$ cat src/rtl/packed_element_unpacker_macros.svh
// ----------------------------------------------------------------------------
// packed_element_unpacker_macros.svh
// Assertion macros shared by the packed element unpacker RTL.
// ----------------------------------------------------------------------------
`ifndef PACKED_ELEMENT_UNPACKER_MACROS_SVH
`define PACKED_ELEMENT_UNPACKER_MACROS_SVH

// Same-cycle implication, disabled during reset
`define PEU_ASSERT_NOW(label, pre, post) \
    label: assert property (@(posedge aclk) disable iff (!aresetn) (pre) |-> (post)) \
        else $error("packed_element_unpacker: assertion failed");

// Next-cycle implication, disabled during reset
`define PEU_ASSERT_NEXT(label, pre, post) \
    label: assert property (@(posedge aclk) disable iff (!aresetn) (pre) |=> (post)) \
        else $error("packed_element_unpacker: assertion failed");

`endif

$ cat src/rtl/peu_pkg.sv
// ----------------------------------------------------------------------------
// peu_pkg
// Shared constants for the packed element unpacker: field widths, register
// indexes, result kinds and status codes.
// ----------------------------------------------------------------------------
package peu_pkg;

    // Field and register widths
    localparam int DATA_W     = 8;
    localparam int VALUE_W    = 12;
    localparam int CODE_W     = 2;
    localparam int MOD_W      = 13;
    localparam int TOTAL_W    = 16;
    localparam int CFG_IDX_W  = 1;
    localparam int CFG_DATA_W = 16;

    // Register reset values
    localparam logic [MOD_W-1:0]   MODULUS_RESET = 13'd4096;
    localparam logic [TOTAL_W-1:0] TOTAL_RESET   = 16'd1;

    // Register indexes
    localparam logic [CFG_IDX_W-1:0] REG_MODULUS       = 1'b0;
    localparam logic [CFG_IDX_W-1:0] REG_ELEMENT_TOTAL = 1'b1;

    // Result kinds
    localparam logic KIND_ELEMENT = 1'b0;
    localparam logic KIND_STATUS  = 1'b1;

    // Status codes
    localparam logic [CODE_W-1:0] ST_OK      = 2'd0;
    localparam logic [CODE_W-1:0] ST_RANGE   = 2'd1;
    localparam logic [CODE_W-1:0] ST_LENGTH  = 2'd2;
    localparam logic [CODE_W-1:0] ST_PADDING = 2'd3;

endpackage

$ cat src/rtl/packed_element_unpacker.sv
// ----------------------------------------------------------------------------
// packed_element_unpacker
// Decodes an LSB-first bit-packed array of ELEM_BITS-wide elements, checks
// range, length and padding, and closes each array with a status request.
// ----------------------------------------------------------------------------
//
//  channel   direction  handshake            payload
//  s_        in         s_valid / s_ready    s_data_byte, s_final_byte
//  m_        out        m_valid / m_ready    m_item_kind, m_element_value,
//                                            m_status_code, m_run_end
//  cfg_      in         cfg_we (no wait)     cfg_index, cfg_data
//
//  One result request leaves per cycle from the output register while m_ready
//  allows. A byte is through once its results and range checks are made (one
//  extraction per cycle); the final byte also waits for its status request.
//  With 12-bit elements a byte yields at most one element, so while the output
//  is free bytes enter every cycle, except after a final byte with an element.
//  Synchronous active-low reset clears the decode state and output valid.
//  A stalled output holds the engine only when it has a result to hand over.
//
module packed_element_unpacker #(
    parameter int ELEM_BITS = 12
) (
    input  logic                           aclk,
    input  logic                           aresetn,
    // Configuration write port
    input  logic                           cfg_we,
    input  logic [peu_pkg::CFG_IDX_W-1:0]  cfg_index,
    input  logic [peu_pkg::CFG_DATA_W-1:0] cfg_data,
    // Byte input channel
    input  logic                           s_valid,
    output logic                           s_ready,
    input  logic [peu_pkg::DATA_W-1:0]     s_data_byte,
    input  logic                           s_final_byte,
    // Result channel
    output logic                           m_valid,
    input  logic                           m_ready,
    output logic                           m_item_kind,
    output logic [peu_pkg::VALUE_W-1:0]    m_element_value,
    output logic [peu_pkg::CODE_W-1:0]     m_status_code,
    output logic                           m_run_end
);

    import peu_pkg::*;

    `include "packed_element_unpacker_macros.svh"

    localparam int ACC_W   = ELEM_BITS + DATA_W - 1;
    localparam int NB_W    = $clog2(ELEM_BITS + 2 * DATA_W);
    localparam int CMP_W   = (ELEM_BITS > MOD_W) ? ELEM_BITS : MOD_W;
    localparam int EXP_MAX = (65535 * ELEM_BITS + 7) / 8;
    localparam int CNT_W   = $clog2(EXP_MAX + 2);
    localparam int PROD_W  = CNT_W + 3;

    // Configuration registers
    logic [MOD_W-1:0]   modulus_reg;
    logic [TOTAL_W-1:0] total_reg;

    // Decode state
    logic [ACC_W-1:0]   acc_reg,     acc_next;
    logic [NB_W-1:0]    nbits_reg,   nbits_next;
    logic [TOTAL_W-1:0] emitted_reg, emitted_next;
    logic [CNT_W-1:0]   bytes_reg,   bytes_next;
    logic [CODE_W-1:0]  err_reg,     err_next;
    logic               lastp_reg,   lastp_next;

    // Output register
    logic               m_valid_reg, m_valid_next;
    logic               kind_reg,    kind_next;
    logic [VALUE_W-1:0] value_reg,   value_next;
    logic [CODE_W-1:0]  code_reg,    code_next;
    logic               rend_reg,    rend_next;

    // Combinational decode signals
    logic [ELEM_BITS-1:0] cur_v;
    logic [ELEM_BITS-1:0] nxt_v;
    logic [ACC_W-1:0]     acc_shift;
    logic [NB_W-1:0]      nbits_after;
    logic                 cur_ok;
    logic                 nxt_ok;
    logic                 can_extract;
    logic                 cnt_more;
    logic                 remain;
    logic                 step_emit;
    logic                 step_go;
    logic                 out_free;
    logic                 accept;
    logic [PROD_W-1:0]    prod;
    logic [CNT_W-1:0]     expected;
    logic [CODE_W-1:0]    final_code;

    // Expected byte count: ceil(total * ELEM_BITS / 8)
    assign prod     = PROD_W'(total_reg) * PROD_W'(ELEM_BITS) + PROD_W'(7);
    assign expected = CNT_W'(prod >> 3);

    // Look at the current and the following element
    assign cur_v       = acc_reg[ELEM_BITS-1:0];
    assign acc_shift   = acc_reg >> ELEM_BITS;
    assign nxt_v       = acc_shift[ELEM_BITS-1:0];
    assign nbits_after = nbits_reg - NB_W'(ELEM_BITS);
    assign cur_ok      = CMP_W'(cur_v) < CMP_W'(modulus_reg);
    assign nxt_ok      = CMP_W'(nxt_v) < CMP_W'(modulus_reg);
    assign can_extract = (err_reg == ST_OK) && (emitted_reg < total_reg) &&
                         (nbits_reg >= NB_W'(ELEM_BITS));
    assign cnt_more    = ((TOTAL_W + 1)'(emitted_reg) + (TOTAL_W + 1)'(1) <
                          (TOTAL_W + 1)'(total_reg)) &&
                         (nbits_after >= NB_W'(ELEM_BITS));

    // Work left for the current byte after this cycle's step
    assign remain    = can_extract ? ((cur_ok && cnt_more) || lastp_reg) : 1'b0;
    assign step_emit = can_extract ? cur_ok : lastp_reg;
    assign out_free  = !m_valid_reg || m_ready;
    assign step_go   = !step_emit || out_free;
    assign s_ready   = step_go && !remain;
    assign accept    = s_valid && s_ready;

    // Final status, first error wins
    always_comb begin
        if (err_reg != ST_OK) begin
            final_code = err_reg;
        end else if (bytes_reg != expected) begin
            final_code = ST_LENGTH;
        end else if (acc_reg != '0) begin
            final_code = ST_PADDING;
        end else begin
            final_code = ST_OK;
        end
    end

    // Advance the decoder one step, then append an accepted byte
    always_comb begin
        acc_next     = acc_reg;
        nbits_next   = nbits_reg;
        emitted_next = emitted_reg;
        bytes_next   = bytes_reg;
        err_next     = err_reg;
        lastp_next   = lastp_reg;
        m_valid_next = m_valid_reg && !m_ready;
        kind_next    = kind_reg;
        value_next   = value_reg;
        code_next    = code_reg;
        rend_next    = rend_reg;

        if (step_go) begin
            if (can_extract) begin
                acc_next   = acc_shift;
                nbits_next = nbits_after;
                if (cur_ok) begin
                    emitted_next = emitted_reg + TOTAL_W'(1);
                    m_valid_next = 1'b1;
                    kind_next    = KIND_ELEMENT;
                    value_next   = VALUE_W'({{VALUE_W{1'b0}}, cur_v});
                    code_next    = ST_OK;
                    rend_next    = !(cnt_more && nxt_ok) && !lastp_reg;
                end else begin
                    err_next = ST_RANGE;
                end
            end else if (lastp_reg) begin
                m_valid_next = 1'b1;
                kind_next    = KIND_STATUS;
                value_next   = '0;
                code_next    = final_code;
                rend_next    = 1'b1;
                // Clear for the next array
                acc_next     = '0;
                nbits_next   = '0;
                emitted_next = '0;
                bytes_next   = '0;
                err_next     = ST_OK;
                lastp_next   = 1'b0;
            end
        end

        if (accept) begin
            if (bytes_next != '1) begin
                bytes_next = bytes_next + CNT_W'(1);
            end
            if ((err_next == ST_OK) && (emitted_next < total_reg)) begin
                acc_next   = acc_next | (ACC_W'(s_data_byte) << nbits_next);
                nbits_next = nbits_next + NB_W'(DATA_W);
            end
            lastp_next = s_final_byte;
        end
    end

    // Hold configuration and decode state
    always_ff @(posedge aclk) begin
        if (!aresetn) begin
            modulus_reg <= MODULUS_RESET;
            total_reg   <= TOTAL_RESET;
            acc_reg     <= '0;
            nbits_reg   <= '0;
            emitted_reg <= '0;
            bytes_reg   <= '0;
            err_reg     <= ST_OK;
            lastp_reg   <= 1'b0;
            m_valid_reg <= 1'b0;
        end else begin
            if (cfg_we && (cfg_index == REG_MODULUS)) begin
                modulus_reg <= cfg_data[MOD_W-1:0];
            end
            if (cfg_we && (cfg_index == REG_ELEMENT_TOTAL)) begin
                total_reg <= cfg_data[TOTAL_W-1:0];
            end
            acc_reg     <= acc_next;
            nbits_reg   <= nbits_next;
            emitted_reg <= emitted_next;
            bytes_reg   <= bytes_next;
            err_reg     <= err_next;
            lastp_reg   <= lastp_next;
            m_valid_reg <= m_valid_next;
        end
    end

    // Result payload
    always_ff @(posedge aclk) begin
        kind_reg  <= kind_next;
        value_reg <= value_next;
        code_reg  <= code_next;
        rend_reg  <= rend_next;
    end

    assign m_valid         = m_valid_reg;
    assign m_item_kind     = kind_reg;
    assign m_element_value = value_reg;
    assign m_status_code   = code_reg;
    assign m_run_end       = rend_reg;

    // Checks
    `PEU_ASSERT_NOW(a_status_shape, m_valid && (m_item_kind == KIND_STATUS), m_run_end && (m_element_value == '0))
    `PEU_ASSERT_NOW(a_element_code, m_valid && (m_item_kind == KIND_ELEMENT), m_status_code == ST_OK)
    `PEU_ASSERT_NEXT(a_status_clears, step_go && !can_extract && lastp_reg, (emitted_reg == '0) && (err_reg == ST_OK))
    `PEU_ASSERT_NOW(a_no_accept_busy, s_valid && s_ready, !remain && step_go)

endmodule
$ cat config.mk
export PLATFORM = sky130hd
export DESIGN_NAME = packed_element_unpacker
export DESIGN_NICKNAME = d
export VERILOG_FILES = /design/src/rtl/peu_pkg.sv /design/src/rtl/packed_element_unpacker.sv
export VERILOG_INCLUDE_DIRS = /design/src /design/src/rtl
export SDC_FILE = /design/constraint.sdc
export NUM_CORES = 1
export LEC_CHECK = 0
export BUFFER_PORTS_ARGS = -buffer_cell sky130_fd_sc_hd__buf_2
export CORE_ASPECT_RATIO = 1.2
export CORE_MARGIN = 1.5
export CORE_UTILIZATION = 56
export CTS_BUF_LIST = sky130_fd_sc_hd__clkbuf_4 sky130_fd_sc_hd__clkbuf_8 sky130_fd_sc_hd__clkbuf_16
export CTS_CLUSTER_SIZE = 20
export DETAILED_ROUTE_END_ITERATION = 12
export PLACE_DENSITY = 0.76
export RECOVER_POWER = 100
export SYNTH_ARGS = -nofsm -noshare
export SYNTH_HDL_FRONTEND = slang
export SYNTH_SLANG_ARGS = --single-unit
$ cat constraint.sdc
create_clock -name aclk -period 5.02 [get_ports aclk]
set_input_delay 0.251 -clock aclk [delete_from_list [all_inputs] [get_ports aclk]]
set_output_delay 0.251 -clock aclk [all_outputs]
set_load 0.02 [all_outputs]
==> impl_metrics.yaml <==
run:
  maxCapViolCount: 1
critical_path:
  reg2reg_depth: 19
  crit_fanout: 12
  cp_num_cells: 19
  slowest_stage: "o311a_4"
  critical_path_class: "reg2reg"
  cpLargestDelayFamily: "compound AO/OA/AOI/OAI gates"
  rrSetupSlack_ps: 180
  crit_buf_inv: 3
  path_cells: "inv_1, ha_1, a21o_1, a221oi_2, nand3_2, o21ai_4, mux2i_1, or2_4, buf_4, o21ai_0, o21ai_0, ha_1, nand4_1, or2_2, a211o_1, o311a_4, and3_4, buf_4, a32o_1"
  worstSetupEndpointType: "flip-flop"
  critPathMaxStageDelay_ps: 410
  setup.worst_path.start_class: "flip-flop"
  crit_arrival_ps: 5090
  required_ps: 5280
floorplanning:
  core_um2: 14400
  start_util: 0.576
  ios: 49
  row_count: 48
  die_w_um: 114
  die_h_um: 136
  dieArea_um2: 15600
status:
  status: "finished with violations"
  violations: "capacitance limit, slew limit"
final_layout:
  final_cell_mix: "nand2_1 (130), dfxtp_1 (86), ha_1 (82), nor2_1 (66)"
  area_growth_pct: 9.41
  final_cells: 1242
  nNetsFinal: 1177
  n_antenna_cell: 0
  largest_reg_flops: 19
  final_layout_size_suffix_gt1_frac: 0.117
  final_common_cell: "nand2_1"
timing:
  slew_headroom: -0.407
  finalClockSkew_ps: 7.22
  fmax_mhz: 207
  worstMarginPinSlew_ps: 2110
  period_share: 0.964
  report.final.slew_viol_count: 42
  layout_setup_ws_ps: 183
  fin_crit_ps: 4840
  hold_viol: 0
  setup_viol: 0
power:
  swShare: 0.438
  peakVddDrop_v: 0.000307
  p_int_mw: 2.18
  p_leak_nw: 3.74
  power.density_nw_per_um2: 427
  p_comb_frac: 0.497
  switchingPower_mw: 1.70
  seq_power_share: 0.312
  clkPwrFrac: 0.191
logic_synthesis:
  ys_types: 91
  ys_ff_latch: 106
  yosysTopAreaCell: "dfxtp_1"
  synth_warnings: 0
  syn_area_per_cell_um2: 8.18
  synth_edf_count: 16
  yosys_most_used_dff: "dfxtp_1"
  synthesis.area_um2: 8310
  synth-seq-area-share: 0.275
  yosys.area.top_type_share: 0.217
  syn_nets: 1131
  synth_cells: 1016
  async_flop_share: 0
  ys_top_cells_by_area: "dfxtp_1 (22%), ha_1 (13%), nand2_1 (5.9%)"
detailed_routing:
  vias: 7759
  wirelength_mm: 22.7
  first_pass_iters: 5
  ant_nets: 0
  wl_per_cell_um: 18.3
  drc: 0
  via_per_inst: 6.25
  drt_iter0_markers: 566
clocking:
  clock_latency_ps: 360
  cts_buffers: 9
  htree_num_levels: 3
  cts_tree: "yes"
  cts_sinks: 106
  root_buffer: "clkbuf_16"
  ctsLongestPathBuffers: 2
  holdBufCountCts: 0
  clk_pin_slew_ps: 80
global_routing:
  grt_max_degree: 42
  antenna_found_initial: 0
  overflow: 0
  grt_use_total: 0.296
  grt_pass1_wl_mm: 36.2
  first_global_vias: 7218
placed_design:
  placed_cells: 1221
  portBuffers: 48
  place_ws_ps: -23.4
  gp_congestion: 0.965
  hpwlAfterDp_mm: 17.4
hold_path:
  hp-class: "in2reg"
  min_path_cells: 3
-- worst paths after layout --
| kind | startpoint | endpoint |
|---|---|---|
| worst max-delay path | total_reg[14] | acc_reg[15] |
| worst min-delay path | cfg_data[13] | total_reg[13] |
| worst max register to register | total_reg[14] | acc_reg[15] |
| worst min register to register | modulus_reg[2] | modulus_reg[2] |
-- logic make-up after synthesis --
logic type      after synthesis  share of synthesized area
compound gates              261                      0.216
xor+xnor                     57                     0.0601
fa+ha+maj                    84                      0.127
buf+inv                      87                     0.0456
flops                       106                      0.275
mux                          19                     0.0240
simple gates                402                      0.252
-- final cells by class --
| type | count | area, µm² |
|---|---|---|
| inverters | 48 | 180 |
| multi-input cells | 823 | 5690 |
| flip-flops and latches | 106 | 2290 |
| clock inverters | 7 | 76.3 |
| fillers | 1308 | 5330 |
| well taps | 175 | 219 |
| clock buffers | 9 | 225 |
| repair buffers | 74 | 408 |
-- through the flow --
| stage | instance area [µm²] | util | power [mW] | TNS (ps) | hold WS [ps] |
|---|---|---|---|---|---|
| floorplan | 8310 | - | 2.59 | 0 | 375 |
| global placement | 8720 | 0.605 | 3.05 | 0 | 444 |
| detailed placement | 8720 | 0.605 | 3.08 | -23.4 | 447 |
| CTS | 9030 | 0.626 | 3.81 | 0 | 130 |
| global route | 9090 | 0.631 | 4.11 | -266 | 143 |
| finish | 9090 | 0.631 | 3.88 | 0 | 129 |
-- synth_stat cells (5+ instances only) --
cell and number:
a2111oi_0 7, buf_4 5, a21o_1 19, xnor2_1 35, dfxtp_1 90, edfxtp_1 16
ha_1 83, mux2i_1 12, nand2b_1 15, inv_1 45, o211ai_1 10, a21oi_1 62
xor2_1 22, nand4_1 12, a211oi_1 9, nor2b_1 11, mux2_2 7, and2_1 37
nand3_1 32, o21a_1 5, a31oi_1 10, o21ai_0 64, nor2_1 66, nand2_1 130
nor3_1 15, nor4_1 17, or4_1 6, a22o_1 14, or3_1 11, and3_1 14
clkbuf_1 27
-- per-layer routing --
layer	share of wire	track usage
met2	0.46	0.476
met4	0.026	0.103
met1	0.46	0.408
met5	0	0
met3	0.058	0.0401
-- power by group through the flow --
stage               registers, mW  logic [mW]  clock network (mW)
CTS                          1.20        1.87               0.740
detailed placement           1.22        1.86                   0
floorplan                    1.26        1.33                   0
finish                       1.21        1.93               0.739
global placement             1.22        1.83                   0
global route                 1.23        2.11               0.773
-- worst reg2reg max path: stages, from the launching register on --
cell	delay (ps)
dfxtp_1	370
inv_1	120
ha_1	350
a21o_1	200
a221oi_2	330
nand3_2	180
o21ai_4	270
mux2i_1	140
or2_4	290
buf_4	190
o21ai_0	180
o21ai_0	140
ha_1	320
nand4_1	80
or2_2	310
a211o_1	250
o311a_4	410
and3_4	210
buf_4	160
a32o_1	240
-- timing repair --
action                                  4_1_cts  5_1_grt
gates resized for setup                       1       15
endpoints found under the hold margin         0        0
buffers inserted                              0        5
pin swaps                                     0        5
endpoints found under the setup margin        2       20
No activity file was read; power rests on OpenSTA's default activity.
